### src/sv/satar_ram.sv
// Generic single-write, single-read RAM with registered read data.
module satar_ram #(
	parameter int WIDTH = 8,
	parameter int DEPTH = 16
) (
	input  logic                     clk,
	input  logic                     we,
	input  logic [$clog2(DEPTH)-1:0] waddr,
	input  logic [WIDTH-1:0]         wdata,
	input  logic                     re,
	input  logic [$clog2(DEPTH)-1:0] raddr,
	output logic [WIDTH-1:0]         rdata
);
	logic [WIDTH-1:0] mem [DEPTH];

	always_ff @(posedge clk) begin
		if (we) mem[waddr] <= wdata;
		if (re) rdata <= mem[raddr];
	end
endmodule

### config.mk
export PLATFORM = sky130hd
export DESIGN_NAME = satar_ram
export DESIGN_NICKNAME = d
export VERILOG_FILES = /design/src/sv/satar_ram.sv
export SDC_FILE = /design/constraint.sdc
export NUM_CORES = 1
export LEC_CHECK = 0
export ABC_CLOCK_PERIOD_IN_PS = 1750
export BUFFER_PORTS_ARGS = -buffer_cell sky130_fd_sc_hd__buf_2
export CORE_MARGIN = 4
export CORE_UTILIZATION = 54
export DETAILED_ROUTE_END_ITERATION = 6
export PLACE_DENSITY = 0.82
export SYNTH_ARGS = -nofsm -noshare
export SYNTH_HDL_FRONTEND = slang
export SYNTH_SLANG_ARGS = --single-unit
export TNS_END_PERCENT = 5
### constraint.sdc
create_clock -name clk -period 1.75 [get_ports clk]
set_clock_uncertainty 0.1 [all_clocks]
set_input_delay 0.175 -clock clk [delete_from_list [all_inputs] [get_ports clk]]
set_output_delay 0.175 -clock clk [all_outputs]
set_load 0.01 [all_outputs]
==> impl_results.md <==
* Dpl hpwl at 6040 um
* DIE AREA at between 10000 and 15000 um2
* CP Max Fanout at 1
* Post-route ant nets at 0
* GR peak layer: met2
* Synth Area per Inst at between 20 and 25 um2
* TritonCTS clock tree: built
* Final net count at 317
* Site Rows at 35
* First-pass GRT wire length at roughly 16000 um
* Fin Setup TNS at 0 ns
* Proportion of synthesized area in mux cells at 0.148
* Post-Place Cells at ~400
* Post-Synth Adder-Cell Area at 0
* Mapped Cells at 229
* Drt initial violations at 273
* Slew @ Worst Pin at between 0.4 and 0.5 ns
* Leakage Power at approximately 0.0022 uW
* Commonest non-fill, non-tap cell in the layout: edfxtp_1
* Vias at ~2.5k
* Relative slew slack at 0.732
* Die Span Y at between 100 and 150 um
* CP endpoint kind: flip-flop
* Syn_nets at about 250
* Routability cong. at 0.765
* RSZ-0062 raised after global routing: no
* Vias in the first global route at ~2.7k
* I/O Pins at 27
* Wirelength per Cell at between 20 and 25 um
* GRT overflow at 0
* DRC at 0
* Synth cell types at 18
* Outcome: finished clean
* Total GRT Usage at 0.205
* Share of cells above drive strength 1 at 0.322
* Max-slew violation count at 0
* GR Util met3 at 0.0492
* Drt first pass iters at 4
* Max Clock Freq at 0.603 GHz
* Clock sinks at approximately 140
* Tmin final at 1.66 ns
* Fraction of the mapped netlist area in simple logic gates at 0.0314
* Yosys warns at 0
* Pwr Density at around 1200 nW/um2
* Clock Pin Slew Worst Setup and Hold Paths at around 0.06 ns
* Syn Std Cell Area at 5230 um2
* Pin count of the biggest net entering global routing at 33
* Critical Path RT at 1.91 ns
* Peak supply drop at slightly above 0.0006 V
* Hold Path Class: in -> reg
* I/O Buffers at 26
* Register bit total from synthesis at 136
* Total chip power at roughly 7500 uW
* Setup Crit Path Kind: reg -> reg
* Chip width at ~110 um
* Core Box Area at 9330 um2
* Initial cell density of the core at 0.560
* Top cells by area, synth: edfxtp_1 (78%), mux4_2 (7.8%), mux4_1 (7.0%), a22oi_1 (2.3%), nor2_1 (0.93%)
* Commonest non-fill, non-tap cells in the layout: edfxtp_1 (136), buf_2 (26), buf_4 (23)
* Root Driver: clkbuf_8
* Post-synthesis sequential area ratio at 0.781
* Compound-Gate Fraction of Synth Area at 0.0230
* Via-to-Cell Ratio at between 5 and 6
* TritonCTS buffer count at 17
* Hold Violations, Final at 0
* Critical Path AT at roughly 1.8 ns
* ANT cells at 0
* Skew-Pair Late Insertion Delay at approximately 0.51 ns
* Met1 Resource Use GR at 0.289
* Non-filler cells, final at 440
* Final WL at approximately 10000 um
* Main combinational cell family by area after synthesis: multiplexers
* Kind of start point of the critical path: flip-flop
* Met2 GRT Util at 0.313
* Area Overhead vs Synth at 20.8%
* Post-Synth XOR/XNOR Area at 0
* CTS Buffer Depth at 2
* H-tree depth at 4
* Synth area leader: edfxtp_1
* # setup viols final at 0
* Final period util at 0.948
* # Max-Cap Violations at 0
* Initial antenna violation count at 0
* Yosys top cell area share at 0.781
-- cell families (layout without fill, tap and decap cells) --
logic type	count (synthesis)	in the layout
AND/OR/NAND/NOR	35	35
AO/OA/AOI/OAI	16	16
multiplexers	32	32
buffers and inverters	10	92
flip-flops	136	136
-- cell usage after synthesis --
| master | count |
|---|---|
| edfxtp_1 | 136 |
| mux4_2 | 18 |
| a22oi_1 | 16 |
| mux4_1 | 14 |
| nor2_1 | 13 |
| nand2_1 | 9 |
| nor3_1 | 4 |
| buf_2 | 3 |
| buf_6 | 3 |
| clkdlybuf4s25_2 | 3 |
| nand2b_1 | 2 |
| nand3b_1 | 2 |
| and2_1 | 1 |
| and2b_1 | 1 |
| buf_4 | 1 |
| nand3_1 | 1 |
| nor2b_1 | 1 |
| or3b_2 | 1 |
-- per-stage QoR --
| step | area (um2) | hold WS (ns) | util | setup slack, ns |
|---|---|---|---|---|
| floorplan | 5230 | 0.174 | - | 0.193 |
| global placement | 5650 | 0.458 | 0.606 | -0.138 |
| detailed placement | 5650 | 0.466 | 0.606 | -0.194 |
| CTS | 6320 | 0.114 | 0.677 | 0.0890 |
| global route | 6320 | 0.141 | 0.677 | 0.0584 |
| finish | 6320 | 0.126 | 0.677 | 0.0914 |
-- worst max-delay path, cell delays in order, from the launching register on --
cell and delay [ns]:
edfxtp_1 0.38, mux4_1 0.51, a22oi_1 0.33, nand2_1 0.09
-- layout make-up --
cell class                 count  area [um2]
sequential                   136        4080
fill                         555        3010
multi-input combinational     83        1060
timing repair buffer          60         433
clock buffer                  18         418
tap                          129         161
clock inverter                14         158
-- report_power, final --
group	switching, uW	internal, uW	leakage, uW
Sequential	19.9	3670	0.00124
Combinational	202	166	0.000651
Clock	1280	2150	0.000275
-- flip-flops by register name, summed over array words and instances (netlist names) --
signal and cells:
mem 128, rdata 8
-- what timing repair did --
item	4_1_cts	5_1_grt
buffers inserted	0	0
endpoints found under the setup margin	0	0
hold buffers	9	0
gates resized for setup	0	0
endpoints found under the hold margin	136	0
-- final timing paths --
kind | end | from | cells after the start | slack (ns)
setup reg to reg | rdata[2]$_DFFE_PP_ | mem[8][2]$_DFFE_PP_ | 3 | 0.09
hold / removal | mem[0][6]$_DFFE_PP_ | waddr[0] | 3 | 0.13
hold reg to reg | rdata[3]$_DFFE_PP_ | mem[14][3]$_DFFE_PP_ | 3 | 0.65
setup / recovery | rdata[2]$_DFFE_PP_ | mem[8][2]$_DFFE_PP_ | 3 | 0.09
-- metal layers --
| metal | wire length (um) | vias up |
|---|---|---|
| met1 | 3800 | 1255 |
| met4 | 157 | 0 |
| li1 | - | 1119 |
| met2 | 5220 | 144 |
| met5 | 0 | - |
| met3 | 1270 | 11 |
Power figures use the tool's default switching activity.
