**src/sv/satar_pkg.sv**
```systemverilog
// Types, codes and entry helpers for the set-associative result table.
package satar_pkg;

	localparam logic [1:0] KIND_PROBE = 2'd0;
	localparam logic [1:0] KIND_SAVE  = 2'd1;
	localparam logic [1:0] KIND_OCC   = 2'd2;
	localparam logic [1:0] KIND_CLEAR = 2'd3;

	localparam logic CFG_GENERATION   = 1'b0;
	localparam logic CFG_DEPTH_OFFSET = 1'b1;

	localparam int          TAG_LSB      = 48;
	localparam logic [1:0]  EXACT_BOUND  = 2'd3;
	localparam int          PERMILLE     = 1000;
	localparam logic [7:0]  GEN_MASK     = 8'hF8;
	localparam logic [7:0]  AGE_BASE     = 8'd7;   // 263 mod 256
	localparam logic signed [11:0] DEPTH_SLACK = 12'sd4;
	localparam logic [7:0]  OFFSET_RESET = 8'hF9;

	typedef enum logic [2:0] {
		ST_CLEAR, ST_IDLE, ST_MOD, ST_READ, ST_UPDATE, ST_SCAN, ST_DIV, ST_FIN
	} state_t;

	typedef struct packed {
		logic [15:0] tag;
		logic [15:0] move;
		logic [15:0] score;
		logic [15:0] eval;
		logic [7:0]  age;    // gen[7:3], pv[2], bound[1:0]
		logic [7:0]  depth;  // 0 = empty
	} entry_t;

	localparam int ENTRY_W = $bits(entry_t);

	typedef struct packed {
		logic        hit;
		logic [1:0]  slot_way;
		logic [15:0] score;
		logic [15:0] eval;
		logic [15:0] move;
		logic [7:0]  depth;
		logic        pv;
		logic [1:0]  bound;
		logic [9:0]  permille;
	} res_t;

	// replacement metric: depth minus relative age
	function automatic logic signed [9:0] worth(entry_t e, logic [4:0] gen);
		logic [7:0] rel;
		rel = (AGE_BASE + {gen, 3'b000} - e.age) & GEN_MASK;
		return $signed({2'b00, e.depth}) - $signed({2'b00, rel});
	endfunction

	function automatic entry_t save_entry(entry_t old, logic [15:0] tag,
		logic [15:0] move, logic [15:0] score, logic [15:0] eval,
		logic signed [8:0] depth, logic pv, logic [1:0] bound,
		logic [4:0] gen, logic signed [7:0] off);
		entry_t e;
		logic signed [10:0] sd;
		logic signed [11:0] lhs;
		logic signed [11:0] rhs;
		logic tdiff;
		e = old;
		sd = {{2{depth[8]}}, depth} - {{3{off[7]}}, off};
		lhs = {sd[10], sd} + $signed({10'd0, pv, 1'b0});
		rhs = $signed({4'd0, old.depth}) - DEPTH_SLACK;
		tdiff = old.tag != tag;
		if (move != 16'd0 || tdiff) e.move = move;
		if (bound == EXACT_BOUND || tdiff || lhs > rhs) begin
			e.tag = tag;
			e.score = score;
			e.eval = eval;
			e.age = {gen, pv, bound};
			e.depth = sd[7:0];
		end
		return e;
	endfunction

endpackage

```
**src/sv/satar_mod.sv**
```systemverilog
// Key to cluster index: mask for power-of-two counts, else a reciprocal remainder.
module satar_mod
	import satar_pkg::*;
#(
	parameter int CLUSTER_COUNT = 4096,
	localparam int IW = (CLUSTER_COUNT > 1) ? $clog2(CLUSTER_COUNT) : 1
) (
	input  logic          clk,
	input  logic          arst_n,
	input  logic          start,
	input  logic [63:0]   key,
	output logic          done,
	output logic [IW-1:0] rem
);
	localparam bit IS_POW2 = (CLUSTER_COUNT & (CLUSTER_COUNT - 1)) == 0;

	generate
		if (IS_POW2) begin : g_mask
			logic          done_q;
			logic [IW-1:0] rem_q;
			always_ff @(posedge clk or negedge arst_n) begin
				if (!arst_n) done_q <= 1'b0;
				else done_q <= start;
			end
			always_ff @(posedge clk) begin
				if (start) rem_q <= (CLUSTER_COUNT == 1) ? '0 : key[IW-1:0];
			end
			assign done = done_q;
			assign rem = rem_q;
		end else begin : g_recip
			// exact floor(t / CLUSTER_COUNT) for any 32-bit t
			localparam int LG = $clog2(CLUSTER_COUNT);
			localparam int SH = 32 + LG;
			localparam logic [63:0] RECIP = ((64'd1 << SH) + 64'(CLUSTER_COUNT) - 64'd1)
				/ 64'(CLUSTER_COUNT);

			logic          busy_q;
			logic          done_q;
			logic          ph_q;
			logic [1:0]    cnt_q;
			logic [63:0]   key_q;
			logic [IW-1:0] r_q;
			logic [31:0]   t_s1;
			logic [31:0]   q_s1;
			logic [31:0]   t;
			logic [64:0]   prod;
			logic [31:0]   qc;

			// Horner over 16-bit key chunks, msb first: quotient, then remainder
			always_comb begin
				t = {16'(r_q), key_q[63:48]};
				prod = 65'(t) * 65'(RECIP[32:0]);
				qc = q_s1 * 32'(CLUSTER_COUNT);
			end

			always_ff @(posedge clk or negedge arst_n) begin
				if (!arst_n) begin
					busy_q <= 1'b0;
					done_q <= 1'b0;
					ph_q <= 1'b0;
					cnt_q <= '0;
				end else begin
					done_q <= 1'b0;
					if (start) begin
						busy_q <= 1'b1;
						ph_q <= 1'b0;
						cnt_q <= '0;
					end else if (busy_q) begin
						ph_q <= !ph_q;
						if (ph_q) begin
							cnt_q <= cnt_q + 2'd1;
							if (cnt_q == 2'd3) begin
								busy_q <= 1'b0;
								done_q <= 1'b1;
							end
						end
					end
				end
			end

			always_ff @(posedge clk) begin
				if (start) begin
					key_q <= key;
					r_q <= '0;
				end else if (busy_q) begin
					if (!ph_q) begin
						t_s1 <= t;
						q_s1 <= 32'(prod >> SH);
						key_q <= {key_q[47:0], 16'd0};
					end else begin
						r_q <= IW'(t_s1 - qc);
					end
				end
			end
			assign done = done_q;
			assign rem = r_q;
		end
	endgenerate
endmodule

```
**config.mk**
```make
export PLATFORM = sky130hd
export DESIGN_NAME = satar_mod
export DESIGN_NICKNAME = d
export VERILOG_FILES = /design/src/sv/satar_pkg.sv /design/src/sv/satar_mod.sv
export SDC_FILE = /design/constraint.sdc
export NUM_CORES = 1
export LEC_CHECK = 0
export BUFFER_PORTS_ARGS = -buffer_cell sky130_fd_sc_hd__buf_2
export CAP_MARGIN = 20
export CORE_MARGIN = 2
export CORE_UTILIZATION = 20
export CTS_CLUSTER_DIAMETER = 80
export CTS_CLUSTER_SIZE = 12
export DETAILED_ROUTE_END_ITERATION = 7
export GPL_TIMING_DRIVEN = 0
export PLACE_DENSITY = 0.81
export SLEW_MARGIN = 20
export SYNTH_ARGS = -nofsm -noshare
export SYNTH_HDL_FRONTEND = slang
export SYNTH_SLANG_ARGS = --single-unit
```
**constraint.sdc**
```tcl
create_clock -name clk -period 0.8 [get_ports clk]
set_clock_uncertainty 0.2 [all_clocks]
set_input_delay 0.08 -clock clk [delete_from_list [all_inputs] [get_ports clk]]
set_output_delay 0.08 -clock clk [all_outputs]
set_load 0.005 [all_outputs]
```
==> results.md <==
* Outcome: finished with violations
* Failing checks: hold timing, setup timing
* Tot Pwr at 1.29 mW
* Flop pwr share at 62.9%
* Final setup margin at -0.263 ns
* Largest net degree at the start of global routing at 14
* Commonest non-fill, non-tap cell in the layout: buf_2
* Post-CTS setup buffers at 0
* CP peak stage delay at 0.38 ns
* Number of vias per cell at 3.50
* Relative slew margins at 82.3%
* Startpoint types: register
* Area Growth Syn to Fin at 52.6%
* Number of inserted diodes at 0
* Slowest CP cell: edfxtp_1
* Worst path bufs/invs at 1
* Number of synthesis warnings at 0
* Post-synthesis sequential area ratio at 100%
* CTS Buf Count at 3
* CTS tree: yes
* Leading area contributor after synthesis: edfxtp_1
* Worst Hold End: rem[10]
* Hold buffer count at CTS at 1
* Static leakage at 0.254 nW
* Die width at 47.9 µm
* Area contributors post-synth: edfxtp_1 94%, dfrtp_1 6.5%
* Crit path max fanout at 1
* DIE AREA at 2290 µm²
* Die H at 47.9 µm
* Nets at 113
* Post-synth top area share at 93.5%
* Total of max-cap violations at 0
* Worst Setup Path Type: register to output port
* Clk slew on worst S/H paths at 0.07 ns
* Max Clock Freq at 941 MHz
* Number of gates resized after cts at 0
* Net Sw Power at 0.242 mW
* # fillers at 191
* Worst Hold Launch: key[10]
* Number of synthesized register bits at 13
* Antenna violations before repair at 0
* Top-Level Pins at 80
* Clock sink count at 13
* Syn_nets at 80
* FF/Latch Area at 385 µm²
* Synth cell types at 2
* Most frequent cells in the layout: 27 x buf_2, 12 x edfxtp_1, 3 x clkbuf_4
* TNS Setup at -3.15 ns
* Row count at 15
* Worst Tran Pin Value at 0.265 ns
* Detailed-route via count at 245
* Share of layout cells above drive strength 1 at 66.7%
* Hold slack at -0.213 ns
* Routed len/inst at 11.6 µm
* Core region area at 1760 µm²
* Gate Count Post-Synth at 13
* Unrepaired setup endpoints after global routing: true
* Placer Congestion at 0.726
* Clock power frac at 28.7%
* CTS root buffer: clkbuf_4
* Critical-path cell list: buf_2
* Period utilization at 133%
* Syn avg cell area at 29.6 µm²
* Comb pwr share at 8.4%
* Final hold violations at 14
* H-tree lvl count at 1
* CTS Buffer Depth at 2
* Max VDD drop at 0.860 mV
* Inst Count DP at 65
* First-pass GRT wire length at 1150 µm
* Critical Path Sink Type: output port
* Initial Util at 21.8%
* CP top delay family: flip-flops
* Final setup fails at 13
* Routed wire length at 815 µm
* CP arrival at 0.78 ns
* Area of the multi-input gates at 0 µm²
* PortBufs at 27
* Power Dens Cells at 2200 nW/µm²
* Syn Std Cell Area at 385 µm²
* Data required time of the critical path at 0.52 ns
* DR pass1 iterations at 3
* Final min period at 1.06 ns
* Internal power at 1.05 mW
* Hold/Removal Path Class: input pin to register
* Final std cells w/o fill at 70
* Multi-input comb cells at 0
* Sw frac at 18.7%
* Total track usage at 8.26%
* DRC at 0
* Vias in the first global route at 246
* Worst Hold Depth at 1
* Final number of max-transition violations at 0
* Post-detailed-route count of antenna-violating nets at 0
* Total congestion overflow at 0
* Starting DRT DRC Count at 4
==> per-stage QoR <==
stage / hold slack (ns) / util (%) / instance area [µm²] / setup WS [ns]
after CTS: -0.221 / 33.3 / 588 / -0.276
after global routing: -0.234 / 33.3 / 588 / -0.324
after floorplan: -0.416 / - / 385 / 0.165
after global placement: -0.342 / 31.3 / 552 / -0.0471
final: -0.213 / 33.3 / 588 / -0.263
after detailed placement: -0.342 / 31.3 / 552 / -0.0682
==> registers in the layout (all words and copies together), names as in the netlist <==
register  flops
rem          12
done          1
==> routing by layer <==
metal	wire length [µm]	global-route usage [%]
met2	225	7.73
met3	192	3.77
met1	391	13.1
met4	6	6.49
met5	0	0
==> cells by family (layout without fill, tap and decap cells) <==
family / count (synthesis) / count (layout) / synth area share [%]
buffers and inverters: 0 / 32 / 0
flip-flops: 13 / 13 / 100
==> cell usage after synthesis <==
master,instances
dfrtp_1,1
edfxtp_1,12
==> area by class of cell <==
class / instances / area share, %
flip-flops and latches: 13 / 65.5
well taps: 25 / 5.32
clock buffers: 4 / 4.47
repair buffers: 28 / 24.7
==> power by group through the flow <==
stage	Clock (mW)	Combinational, mW	Sequential, mW
floorplan	0	0	0.836
global placement	0	0.103	0.829
detailed placement	0	0.107	0.830
CTS	0.387	0.110	0.815
global route	0.432	0.120	0.819
finish	0.372	0.109	0.813
==> how the worst max path moves through the flow <==
stage | start | end | slack [ns] | depth (start not counted)
final | rem[10] | rem[10] | -0.26 | 1
after global routing | rem[10] | rem[10] | -0.32 | 1
after CTS | rem[0] | rem[0] | -0.28 | 1
after detailed placement | start | rem[4] | -0.07 | 1
after global placement | start | rem[3] | -0.05 | 1
after floorplan | rem[0] | rem[0] | 0.16 | 0
Note: power is estimated with default switching activity, not from simulation.
