===== config.mk =====
export PLATFORM = sky130hd
export DESIGN_NAME = satar_div
export DESIGN_NICKNAME = d
export VERILOG_FILES = /design/src/sv/satar_pkg.sv /design/src/sv/satar_div.sv
export SDC_FILE = /design/constraint.sdc
export NUM_CORES = 1
export LEC_CHECK = 0
export BUFFER_PORTS_ARGS = -buffer_cell sky130_fd_sc_hd__buf_2
export CAP_MARGIN = 20
export CORE_ASPECT_RATIO = 1.75
export CORE_MARGIN = 2
export CORE_UTILIZATION = 40
export DETAILED_ROUTE_END_ITERATION = 10
export HOLD_SLACK_MARGIN = 0.03
export PLACE_DENSITY = 0.67
export SETUP_SLACK_MARGIN = 0.02
export SLEW_MARGIN = 20
export SYNTH_ARGS = -nofsm -noshare
export SYNTH_HDL_FRONTEND = slang
export SYNTH_SLANG_ARGS = --single-unit

===== constraint.sdc =====
create_clock -name clk -period 6.6 [get_ports clk]
set_clock_uncertainty 0.15 [all_clocks]
set_input_delay 0.33 -clock clk [delete_from_list [all_inputs] [get_ports clk]]
set_output_delay 0.33 -clock clk [all_outputs]
set_load 0.01 [all_outputs]

===== src/sv/satar_pkg.sv =====
// Types, codes and entry helpers for the set-associative result table.
package satar_pkg;

	localparam logic [1:0] KIND_PROBE = 2'd0;
	localparam logic [1:0] KIND_SAVE  = 2'd1;
	localparam logic [1:0] KIND_OCC   = 2'd2;
	localparam logic [1:0] KIND_CLEAR = 2'd3;

	localparam logic CFG_GENERATION   = 1'b0;
	localparam logic CFG_DEPTH_OFFSET = 1'b1;

	localparam int          TAG_LSB      = 48;
	localparam logic [1:0]  EXACT_BOUND  = 2'd3;
	localparam int          PERMILLE     = 1000;
	localparam logic [7:0]  GEN_MASK     = 8'hF8;
	localparam logic [7:0]  AGE_BASE     = 8'd7;   // 263 mod 256
	localparam logic signed [11:0] DEPTH_SLACK = 12'sd4;
	localparam logic [7:0]  OFFSET_RESET = 8'hF9;

	typedef enum logic [2:0] {
		ST_CLEAR, ST_IDLE, ST_MOD, ST_READ, ST_UPDATE, ST_SCAN, ST_DIV, ST_FIN
	} state_t;

	typedef struct packed {
		logic [15:0] tag;
		logic [15:0] move;
		logic [15:0] score;
		logic [15:0] eval;
		logic [7:0]  age;    // gen[7:3], pv[2], bound[1:0]
		logic [7:0]  depth;  // 0 = empty
	} entry_t;

	localparam int ENTRY_W = $bits(entry_t);

	typedef struct packed {
		logic        hit;
		logic [1:0]  slot_way;
		logic [15:0] score;
		logic [15:0] eval;
		logic [15:0] move;
		logic [7:0]  depth;
		logic        pv;
		logic [1:0]  bound;
		logic [9:0]  permille;
	} res_t;

	// replacement metric: depth minus relative age
	function automatic logic signed [9:0] worth(entry_t e, logic [4:0] gen);
		logic [7:0] rel;
		rel = (AGE_BASE + {gen, 3'b000} - e.age) & GEN_MASK;
		return $signed({2'b00, e.depth}) - $signed({2'b00, rel});
	endfunction

	function automatic entry_t save_entry(entry_t old, logic [15:0] tag,
		logic [15:0] move, logic [15:0] score, logic [15:0] eval,
		logic signed [8:0] depth, logic pv, logic [1:0] bound,
		logic [4:0] gen, logic signed [7:0] off);
		entry_t e;
		logic signed [10:0] sd;
		logic signed [11:0] lhs;
		logic signed [11:0] rhs;
		logic tdiff;
		e = old;
		sd = {{2{depth[8]}}, depth} - {{3{off[7]}}, off};
		lhs = {sd[10], sd} + $signed({10'd0, pv, 1'b0});
		rhs = $signed({4'd0, old.depth}) - DEPTH_SLACK;
		tdiff = old.tag != tag;
		if (move != 16'd0 || tdiff) e.move = move;
		if (bound == EXACT_BOUND || tdiff || lhs > rhs) begin
			e.tag = tag;
			e.score = score;
			e.eval = eval;
			e.age = {gen, pv, bound};
			e.depth = sd[7:0];
		end
		return e;
	endfunction

endpackage


===== src/sv/satar_div.sv =====
// Permille of a count over a fixed entry total, by reciprocal multiplication.
module satar_div
	import satar_pkg::*;
#(
	parameter int TOTAL = 3000,
	localparam int CW = $clog2(TOTAL + 1),
	localparam int DW = CW + 10
) (
	input  logic          clk,
	input  logic          arst_n,
	input  logic          start,
	input  logic [CW-1:0] cnt,
	output logic          done,
	output logic [9:0]    quo
);
	// exact floor(x / TOTAL) for any DW-bit x
	localparam int SH = DW + $clog2(TOTAL);
	localparam int MW = DW + 1;
	localparam logic [63:0] RECIP = ((64'd1 << SH) + 64'(TOTAL) - 64'd1) / 64'(TOTAL);

	logic             vld_s1;
	logic             done_q;
	logic [DW-1:0]    num_s1;
	logic [9:0]       quo_q;
	logic [DW+MW-1:0] prod;

	assign prod = (DW+MW)'(num_s1) * (DW+MW)'(RECIP[MW-1:0]);

	always_ff @(posedge clk or negedge arst_n) begin
		if (!arst_n) begin
			vld_s1 <= 1'b0;
			done_q <= 1'b0;
		end else begin
			vld_s1 <= start;
			done_q <= vld_s1;
		end
	end

	always_ff @(posedge clk) begin
		if (start) num_s1 <= DW'(cnt) * DW'(PERMILLE);
		if (vld_s1) quo_q <= 10'(prod >> SH);
	end

	assign done = done_q;
	assign quo = quo_q;
endmodule


==> results.md, run 1 <==
- The run finished with clean final reports.
- The max-cap violation count is 0.
- The post-cts resize count is 0.
- After synthesis the netlist holds a flip-flop and latch count of 31.
- The most common cell after layout, fill and taps aside is sky130_fd_sc_hd__inv_1.
- The kind of cell with the highest combined delay along the critical path is adder cells.
- CTS built an H-tree with a depth of 2.
- The share of Yosys cell area claimed by the top area cell type is 0.333.
- Headroom to the max-slew limit came out at 0.645.
- The via count normalized by instance count is 4.90.
- For this run, the slowest stage of the critical path takes 0.55 ns.
- The worst setup path is launched from a flop.
- Setup violations remaining at the end of the flow were counted as 0.
- The post-route clock period utilization is 0.872.
- At the pin with the least slew margin, the transition time is 0.533 ns.
- The die covers 23,300 um2.
- The remaining global-route overflow is 0.
- Compared with the post-synthesis result, the final layout area differs by 7.31%.
- The root buffer cell is sky130_fd_sc_hd__clkbuf_16.
- Summing every instance area after synthesis gives 8830 um2.
- The routed length per placed instance is 16.2 um.
- The number of buffers added on ports is 25.
- The primary flip-flop cell chosen by synthesis mapping is sky130_fd_sc_hd__edfxtp_1.
- For this design, the sink count on the clock tree is 31.
- The region available for standard cell placement spans 21,600 um2.
- In the layout the commonest cells are sky130_fd_sc_hd__inv_1, sky130_fd_sc_hd__ha_1, sky130_fd_sc_hd__fa_1.
- For this run, the number of Yosys warnings is 0.
- TritonCTS built the clock tree.
- The buffering stage count on the worst path with inverters included is 5.
- The library cell appearing most often on the critical path is sky130_fd_sc_hd__fa_1.
- The hold violation count in the final report is 0.
- The synthesized design contains 29 enable-type register cells.
- The synthesized area divided by synthesized cell count is 10.2 um2.
- The number of antenna violations at the first check in global routing is 0.
- The launch point of the worst reg-to-reg path is num_s1[11].
- Entering global routing, the biggest net connects 21 pins.
- The sink of the worst hold path is num_s1[3].
- The setup path with the least slack is of type reg -> reg.
- The floorplan step set the die height to 201 um.
- The effective utilization at floorplan is 0.409.
- The first global-routing pass estimated 31,900 um of wire.
- Counting every net in the synthesized netlist gives 1,229.
- The via count of the first global-routing pass is 6,440.
- The total clock buffers created by CTS is 5.
- Sorting the synthesized cells by area gives the leading types as sky130_fd_sc_hd__fa_1, sky130_fd_sc_hd__ha_1, sky130_fd_sc_hd__inv_1.
- The count of unique library cells instantiated by Yosys is 50.
- Traced cell by cell, the critical path runs through ha_1 -> inv_1 -> fa_1 -> inv_1 -> fa_1 -> fa_1 -> fa_1 -> inv_1 -> fa_1 -> inv_1 -> ha_1 -> inv_2 -> nor4_4 -> and4_4 -> nand3_2 -> a21boi_2 -> o221ai_1 -> xnor2_1.
- The cell type of the slowest stage on the worst timing path is sky130_fd_sc_hd__fa_1.
- In this run the most critical hold path is launched from cnt[0].
- After legalization and detailed placement, the total HPWL measured 17,800 um.
- The proportion of register bits with asynchronous set or reset after synthesis is 0.0645.
- The total routed wirelength is 19,200 um.
- The clock slew seen by the registers of the worst setup and hold paths is 0.06 ns.
- The fmax is 0.174 GHz.
- The number of violations reported at the end of detailed-routing iteration 0 is 179.
- The floorplan has 71 rows.
- During I/O placement, the number of pins put on the boundary was 26.
- The overall track demand over capacity in global routing is 0.179.
- STA classifies the critical path endpoint as a flop.
- The cell depth of the worst setup path is 18.
- The via count is 5,810.
- The final core utilization is 0.439.
- The placer's final routability congestion estimate is 0.986.
- The length of the first detailed-routing pass in iterations is 4.
- Clock latency on the worst-skew pair, taken at its later pin, is 0.29 ns.
- The number of max-slew violations in the final report is 0.
- At the worst endpoint, the arrival time is 5.65 ns.
- Counting instances, the worst hold path has a depth of 1.
- Counting every instance in the synthesized netlist gives 862.
- Of the cells placed in the final design, the portion with a size suffix greater than 1 is 0.0570.
- The depth of the worst register-to-register path is 18.
- Across all register-to-register paths, the minimum setup slack is 0.84 ns.
- For the worst setup path, the data required time is 6.50 ns.
- In this run the deepest clock path goes through 2 buffers.
- The filler cell count in the final layout is 2,073.
- The biggest area contributor in the post-synthesis netlist is sky130_fd_sc_hd__fa_1.
- In this run the horizontal extent of the chip is 116 um.
- Setup repair after global routing left no endpoint under its margin.
- The repair_antennas step left the layout with diodes totalling 0.
- The final-layout setup total negative slack is 0 ns.
- The path class of the tightest hold or removal check is in -> reg.
- The worst register-to-register path ends at quo[6].
- The share of the Yosys chip area taken by registers is 0.104.
- In this run the worst path has a maximum fanout of 6.
- The shortest period the worst path allows is 5.76 ns.
- The layout net count is 1,260.
- In this run the remaining antenna-violating nets after routing total 0.
- The number of design rule violations left after detail routing is 0.
cells by family after synthesis:
kind of cell / after synthesis / share of synthesized area
multiplexers: 1 / 0.00113
AND/OR/NAND/NOR: 74 / 0.0472
adder cells (fa/ha/maj): 352 / 0.624
buffers and inverters: 266 / 0.114
AO/OA/AOI/OAI: 99 / 0.0704
flip-flops: 31 / 0.104
XOR/XNOR: 39 / 0.0387
metal layers:
| metal | vias up | track usage | part of all wire | wire (um) |
|---|---|---|---|---|
| met5 | - | 0 | 0 | 0 |
| met4 | 0 | 0.0991 | 0.067 | 1280 |
| met3 | 42 | 0.00936 | 0.011 | 203 |
| met2 | 64 | 0.345 | 0.59 | 11300 |
| met1 | 2911 | 0.185 | 0.33 | 6410 |
| li1 | 2793 | - | - | - |
worst max-delay path by stage:
stage / end / slack, ns / start
final: quo[6] / 0.84 / num_s1[11]
after global routing: quo[8] / 0.59 / num_s1[11]
after CTS: quo[6] / 0.85 / num_s1[11]
after detailed placement: quo[6] / 0.85 / num_s1[11]
after global placement: quo[6] / 0.92 / num_s1[11]
after floorplan: quo[6] / 1.19 / num_s1[11]
registers in the layout, indices dropped and copies added, names as in the netlist:
| signal | flops |
|---|---|
| num_s1 | 19 |
| done | 1 |
| vld_s1 | 1 |
| quo | 10 |
timing repair:
action,4_1_cts,5_1_grt
hold buffers,1,0
endpoints found under the hold margin,2,0
setup buffers,0,0
cell type report:
class | count | area [um2] | area share
Clock buffer | 5 | 125 | 0.0132
Clock inverter | 3 | 38.8 | 0.00409
Inverter | 264 | 991 | 0.105
Multi-Input combinational cell | 565 | 6900 | 0.728
Sequential cell | 31 | 921 | 0.0972
Tap cell | 292 | 365 | 0.0386
Timing Repair Buffer | 26 | 135 | 0.0143
through the flow:
stage / hold WS (ns) / setup slack, ns / std cells / instance area (um2)
finish: 0.176 / 0.844 / 1186 / 9470
global route: 0.202 / 0.589 / 1186 / 9470
CTS: 0.176 / 0.845 / 1186 / 9470
global placement: -0.0360 / 0.920 / 1177 / 9300
floorplan: -0.116 / 1.19 / 862 / 8830
detailed placement: -0.0349 / 0.845 / 1177 / 9300
cells in the mapped netlist, types with 2 or more instances:
cell type,count
sky130_fd_sc_hd__nand2_1,13
sky130_fd_sc_hd__and3_2,2
sky130_fd_sc_hd__xor2_1,15
sky130_fd_sc_hd__inv_1,263
sky130_fd_sc_hd__nor2_1,12
sky130_fd_sc_hd__nand4_1,5
sky130_fd_sc_hd__o21ai_2,2
sky130_fd_sc_hd__o21a_1,6
sky130_fd_sc_hd__a21o_1,10
sky130_fd_sc_hd__fa_1,147
sky130_fd_sc_hd__ha_1,205
sky130_fd_sc_hd__xnor2_1,24
sky130_fd_sc_hd__and3_1,3
sky130_fd_sc_hd__a31oi_1,2
sky130_fd_sc_hd__nand2b_1,3
sky130_fd_sc_hd__o211ai_1,2
sky130_fd_sc_hd__nand2_2,3
sky130_fd_sc_hd__nand3_1,10
sky130_fd_sc_hd__a21boi_0,2
sky130_fd_sc_hd__edfxtp_1,29
sky130_fd_sc_hd__nor3_1,5
sky130_fd_sc_hd__o21ai_0,13
sky130_fd_sc_hd__and2_1,5
sky130_fd_sc_hd__o31ai_1,4
sky130_fd_sc_hd__a211o_1,2
sky130_fd_sc_hd__dfrtp_1,2
sky130_fd_sc_hd__a211oi_1,3
sky130_fd_sc_hd__o21ai_1,5
sky130_fd_sc_hd__o21bai_1,3
sky130_fd_sc_hd__a21oi_1,38
sky130_fd_sc_hd__or2_2,5
Power of run 1 is not shown: default switching activity piles up to over one toggle a cycle in this logic, so the estimate is an artifact.
==> run 2: changes to the inputs <==
Settings changed: BUFFER_PORTS_ARGS -buffer_cell sky130_fd_sc_hd__buf_2 to default, DONT_BUFFER_PORTS from default to 1, HOLD_SLACK_MARGIN 0.03 to 0.02, PLACE_DENSITY 0.67 to 0.66.
==> results.md, run 2 (synthesized netlist as in run 1, its figures left out) <==
- The synthesis-to-layout area growth was 6.24% (was 7.31%).
- The hold violation count in the final report came to 0 (unchanged).
- The number of buffers added on ports was 0 (was 25).
- The global routing met1 resource utilization is 0.179 (was 0.185).
- The filler cell count in the final layout is 2,064 (was 2,073).
- The global routing met3 resource utilization is 0.0124 (was 0.00936).
- The required time at the endpoint of the critical path came to 6.49 ns (was 6.50 ns).
- The flip-flop count of the largest register after layout is 19 (unchanged).
- The worst min-delay path category is in -> reg (unchanged).
- The clock slew seen by the registers of the worst setup and hold paths was 0.05 ns (was 0.06 ns).
- Chain of cells forming the critical path: ha_1 -> inv_1 -> fa_1 -> inv_1 -> fa_1 -> fa_1 -> fa_1 -> inv_1 -> fa_1 -> inv_1 -> ha_1 -> inv_2 -> nor4_4 -> and4_4 -> nand3_2 -> a21boi_2 -> o221ai_1 -> xnor2_1 (unchanged).
- The post-route clock period utilization is 0.869 (was 0.872).
- The library cell appearing most often on the critical path is sky130_fd_sc_hd__fa_1 (unchanged).
- The CTS tree was built (unchanged).
- Result of the run: finished clean (unchanged).
- The maximum buffer depth of the clock tree is 2 (unchanged).
- The capturing element type of the critical path is a flop (unchanged).
- The placer's final routability congestion estimate came to 1.04 (was 0.986).
- The routed length per placed instance came to 16.6 um (was 16.2 um).
- The effective utilization at floorplan is 0.409 (unchanged).
- The via count normalized by instance count is 4.92 (was 4.90).
- The antenna violation net count after detailed routing was 0 (unchanged).
- The max-cap violation count is 0 (unchanged).
- Commonest cells after routing, fill and taps aside: sky130_fd_sc_hd__inv_1, sky130_fd_sc_hd__ha_1, sky130_fd_sc_hd__fa_1 (unchanged).
- The total routed wirelength was 19,400 um (was 19,200 um).
- The pin count of the biggest net entering global routing is 21 (unchanged).
- The final-layout setup total negative slack is 0 ns (unchanged).
- The met2 demand-to-capacity share in global routing is 0.347 (was 0.345).
- The y dimension of the die is 201 um (unchanged).
- The area of the core is 21,600 um2 (unchanged).
- The worst max-slew margin expressed relative to the limit is 0.271 (was 0.645).
- The fmax is 0.174 GHz (about the same).
- Setup repair after global routing missed its margin: false (unchanged).
- The overall track demand over capacity in global routing was 0.179 (about the same).
- The total setup violations reported at the end of the flow is 0 (unchanged).
- The buffering stage count on the worst path with inverters included was 5 (unchanged).
- The largest stage delay on the critical path is 0.57 ns (was 0.55 ns).
- The share of post-route cells with drive strength above 1 is 0.0298 (was 0.0570).
- The horizontal die dimension is 116 um (unchanged).
- The count of clock tree sinks is 31 (unchanged).
- The area of the die was 23,300 um2 (unchanged).
- The root buffer cell is sky130_fd_sc_hd__clkbuf_16 (unchanged).
- The worst setup path category is reg -> reg (unchanged).
- The total clock buffers created by CTS was 5 (unchanged).
- The number of violations reported at the end of detailed-routing iteration 0 is 198 (was 179).
- The number of rows created at floorplan is 71 (unchanged).
- The number of max-slew violations in the final report is 0 (unchanged).
- The global-route wire length before repair is 31,600 um (was 31,900 um).
- The I/O pin count is 26 (unchanged).
- The detailed placement HPWL came to 17,900 um (was 17,800 um).
- The worst-skew pair later-pin latency is 0.29 ns (about the same).
- The critical path launch point type is a flop (unchanged).
- The via count of the first global-routing pass is 6,349 (was 6,440).
- The layout net count came to 1,238 (was 1,260).
- The cell type group with the largest total delay on the critical path is adder cells (unchanged).
- The maximum fanout count along the critical path came to 6 (unchanged).
- The most common cell after layout, fill and taps aside is sky130_fd_sc_hd__inv_1 (unchanged).
- The cell type of the slowest stage on the worst timing path is sky130_fd_sc_hd__fa_1 (unchanged).
- The layer with the highest usage is met2 (unchanged).
- The arrival time of data at the critical path endpoint is 5.62 ns (was 5.65 ns).
- The remaining global-route overflow is 0 (unchanged).
- The length of the first detailed-routing pass in iterations is 4 (unchanged).
- The via count came to 5,726 (was 5,810).
- The transition time at the pin with the least slew margin is 1.09 ns (was 0.533 ns).
- The number of antenna violations at the first check in global routing was 0 (unchanged).
- The number of inserted diodes is 0 (unchanged).
- The number of design rule violations left after detail routing came to 0 (unchanged).
- The total number of H-tree levels came to 2 (unchanged).
- The shortest period the worst path allows is 5.73 ns (was 5.76 ns).
- The largest register by flop count is num_s1 (unchanged).
- The post-cts resize count is 0 (unchanged).
==> run 2: changes by cell type in the layout (fill, tap and decap cells not counted), sizes merged <==
cell,previous run,this run
dlygate4sd3,1,4
buf,25,0
==> run 2: path summary, 6_finish.rpt <==
| kind | cells past startpoint | slack [ns] | from | to |
|---|---|---|---|---|
| max reg2reg | 18 | 0.87 | num_s1[11] | quo[6] |
| min reg2reg | 0 | 0.50 | vld_s1 | done |
| max in group asynchronous | 1 | 6.06 | arst_n | done |
| max | 18 | 0.87 | num_s1[11] | quo[6] |
| min | 1 | 0.1 | cnt[2] | num_s1[5] |
| min in group asynchronous | 1 | 0.12 | arst_n | vld_s1 |
==> run 2: area by class of cell <==
| type | instances | area (um2) | share of cell area |
|---|---|---|---|
| clock buffers | 5 | 125 | 0.0133 |
| well taps | 292 | 365 | 0.0390 |
| inverters | 264 | 991 | 0.106 |
| clock inverters | 3 | 38.8 | 0.00414 |
| repair buffers | 4 | 40.0 | 0.00427 |
| multi-input cells | 565 | 6900 | 0.735 |
| flip-flops and latches | 31 | 921 | 0.0982 |
==> run 2: what timing repair did <==
action / 4_1_cts / 5_1_grt
endpoints found under the hold margin: 24 / 0
buffers inserted: 0 / 0
hold buffers: 4 / 0
==> run 2: stage by stage <==
step / instance area [um2] / instances / util / hold WS [ns] / worst slack (ns)
4_1_cts: 9380 / 1164 / 0.434 / 0.0930 / 0.867
5_1_grt: 9380 / 1164 / 0.434 / 0.0929 / 0.637
6_report: 9380 / 1164 / 0.434 / 0.0961 / 0.865
3_3_place_gp: 9180 / 1152 / 0.425 / -0.116 / 0.930
2_1_floorplan: 8830 / 862 / - / -0.116 / 1.19
3_5_place_dp: 9180 / 1152 / 0.425 / -0.116 / 0.887
==> run 2: routing by layer <==
metal | share of wire | up-vias
met3 | 0.011 | 47
met2 | 0.59 | 68
met5 | 0 | -
li1 | - | 2743
met4 | 0.064 | 0
met1 | 0.33 | 2868
Power of run 2 is left out for the same reason.
==> run 3: changes to the inputs <==
Settings changed: PLACE_DENSITY 0.66 to 0.59.
==> results.md, run 3 (synthesized netlist as in run 1, its figures left out) <==
- The post-route clock period utilization came to 0.872 (was 0.869).
- The count of clock tree sinks came to 31 (unchanged).
- The number of antenna violations at the first check in global routing is 1 (was 0).
- The total routed wirelength was 19,800 um (was 19,400 um).
- The effective utilization at floorplan is 0.409 (unchanged).
- The final worst slack is 0.847 ns (was 0.865 ns).
- The share of post-route cells with drive strength above 1 came to 0.0287 (was 0.0298).
- The worst max-slew margin expressed relative to the limit came to 0.342 (was 0.271).
- The synthesis-to-layout area growth is 5.97% (was 6.24%).
- The layout net count is 1,238 (unchanged).
- The post-placement worst setup slack is 0.837 ns (was 0.887 ns).
- The worst setup path category is reg -> reg (unchanged).
- The via count is 5,748 (was 5,726).
- The post-cts resize count was 0 (unchanged).
- The number of rows created at floorplan is 71 (unchanged).
- The setup slack on the worst flop-to-flop path is 0.85 ns (was 0.87 ns).
- The area of the core is 21,600 um2 (unchanged).
- The number of buffers added on ports is 0 (unchanged).
- The transition time at the pin with the least slew margin is 0.984 ns (was 1.09 ns).
- The I/O pin count came to 26 (unchanged).
- The worst min-delay path category is in -> async (was in -> reg).
- The routed length per placed instance is 17.0 um (was 16.6 um).
- The global-route wire length before repair came to 32,700 um (was 31,600 um).
- Commonest cells after routing, fill and taps aside: sky130_fd_sc_hd__inv_1, sky130_fd_sc_hd__ha_1, sky130_fd_sc_hd__fa_1 (unchanged).
- The final-layout setup total negative slack is 0 ns (unchanged).
- The largest register by flop count was num_s1 (unchanged).
- The root buffer cell is sky130_fd_sc_hd__clkbuf_16 (unchanged).
- The total number of H-tree levels came to 2 (unchanged).
- The fmax is 0.174 GHz (about the same).
- Result of the run: finished clean (unchanged).
- The pin count of the biggest net entering global routing is 21 (unchanged).
- Setup repair after global routing missed its margin: false (unchanged).
- The filler cell count in the final layout is 2,077 (was 2,064).
- The worst-skew pair later-pin latency is 0.29 ns (about the same).
- The antenna violation net count after detailed routing is 0 (unchanged).
- The number of hold-repair buffers added at the cts stage is 4 (unchanged).
- The destination of the critical timing path is quo[6] (unchanged).
- The number of design rule violations left after detail routing is 0 (unchanged).
- The overall track demand over capacity in global routing was 0.185 (was 0.179).
- The maximum fanout count along the critical path is 6 (unchanged).
- The number of violations reported at the end of detailed-routing iteration 0 is 104 (was 198).
- The maximum buffer depth of the clock tree is 2 (unchanged).
- The required time at the endpoint of the critical path is 6.49 ns (about the same).
- The length of the first detailed-routing pass in iterations is 4 (unchanged).
- The via count normalized by instance count is 4.94 (was 4.92).
- The max-cap violation count is 0 (unchanged).
- The depth of the worst register-to-register path is 18 (unchanged).
- The y dimension of the die is 201 um (unchanged).
- The arrival time of data at the critical path endpoint was 5.64 ns (was 5.62 ns).
- The most common cell after layout, fill and taps aside is sky130_fd_sc_hd__inv_1 (unchanged).
- The clock slew seen by the registers of the worst setup and hold paths was 0.06 ns (was 0.05 ns).
- The shortest period the worst path allows is 5.75 ns (was 5.73 ns).
- The end of the worst register-to-register path is quo[6] (unchanged).
- The horizontal die dimension is 116 um (unchanged).
- The launch point of the worst reg-to-reg path is num_s1[6] (was num_s1[11]).
- The total clock buffers created by CTS is 5 (unchanged).
- The hold violation count in the final report was 0 (unchanged).
- The number of inserted diodes was 0 (unchanged).
- The via count of the first global-routing pass is 6,418 (was 6,349).
- The final core utilization came to 0.433 (was 0.434).
- The critical path launch point type is a flop (unchanged).
- The remaining global-route overflow is 0 (unchanged).
- The detailed placement HPWL is 18,300 um (was 17,900 um).
- The flip-flop count of the largest register after layout came to 19 (unchanged).
- The capturing element type of the critical path is a flop (unchanged).
- The number of max-slew violations in the final report is 0 (unchanged).
- The total setup violations reported at the end of the flow is 0 (unchanged).
- The worst setup path startpoint is num_s1[6] (was num_s1[11]).
- The placer's final routability congestion estimate is 0.939 (was 1.04).
- The number of setup buffers added after CTS is 0 (unchanged).
- The CTS tree is built (unchanged).
- The area of the die was 23,300 um2 (unchanged).
## run 3: cell count changes in the layout (fill, tap and decap cells not counted)
cell                         change
sky130_fd_sc_hd__clkinv_2        -1
sky130_fd_sc_hd__clkinv_1        +1
sky130_fd_sc_hd__clkinvlp_4      +1
sky130_fd_sc_hd__bufinv_16       -1
## run 3: worst min-delay path by stage
| stage | to | slack [ns] | depth (start not counted) |
|---|---|---|---|
| 6_report | done | 0.11 | 1 |
| 5_1_grt | done | 0.11 | 1 |
| 4_1_cts | done | 0.11 | 1 |
| 3_5_place_dp | vld_s1 | -0.12 | 0 |
| 3_3_place_gp | vld_s1 | -0.12 | 0 |
| 2_1_floorplan | done | -0.12 | 0 |
## run 3: per-layer routing
layer  global-route usage  vias up  routed length [um]
met5                    0        -                  12
met2                0.362       67               11700
met4               0.0906        2                1100
met1                0.190     2895                6630
met3               0.0139       43                 336
li1                     -     2741                   -
## run 3: worst max-delay path, stage by stage, from the launching register on
cell and delay, ns:
sky130_fd_sc_hd__edfxtp_1 0.52, sky130_fd_sc_hd__ha_1 0.41, sky130_fd_sc_hd__xor2_1 0.21, sky130_fd_sc_hd__ha_1 0.20, sky130_fd_sc_hd__or2_2 0.31, sky130_fd_sc_hd__fa_1 0.47
sky130_fd_sc_hd__fa_1 0.58, sky130_fd_sc_hd__inv_1 0.08, sky130_fd_sc_hd__fa_1 0.48, sky130_fd_sc_hd__fa_1 0.55, sky130_fd_sc_hd__inv_1 0.04, sky130_fd_sc_hd__ha_1 0.34
sky130_fd_sc_hd__nand2_2 0.09, sky130_fd_sc_hd__nor4_4 0.21, sky130_fd_sc_hd__and4_4 0.29, sky130_fd_sc_hd__nand3_2 0.09, sky130_fd_sc_hd__a21boi_2 0.18, sky130_fd_sc_hd__o221ai_1 0.16
sky130_fd_sc_hd__xnor2_1 0.15
## run 3: layout make-up
class                           instances  area [um2]  area share
Clock buffer                            5         125      0.0134
Clock inverter                          3        15.0     0.00160
Inverter                              264         991       0.106
Multi-Input combinational cell        565        6900       0.737
Sequential cell                        31         921      0.0984
Tap cell                              292         365      0.0391
Timing Repair Buffer                    4        40.0     0.00428
## run 3: per-stage QoR
stage | cell area, um2 | instances | hold slack (ns)
finish | 9360 | 1164 | 0.113
global placement | 9180 | 1152 | -0.116
detailed placement | 9180 | 1152 | -0.116
floorplan | 8830 | 862 | -0.116
global route | 9360 | 1164 | 0.112
CTS | 9360 | 1164 | 0.106
Power of run 3 is left out for the same reason.
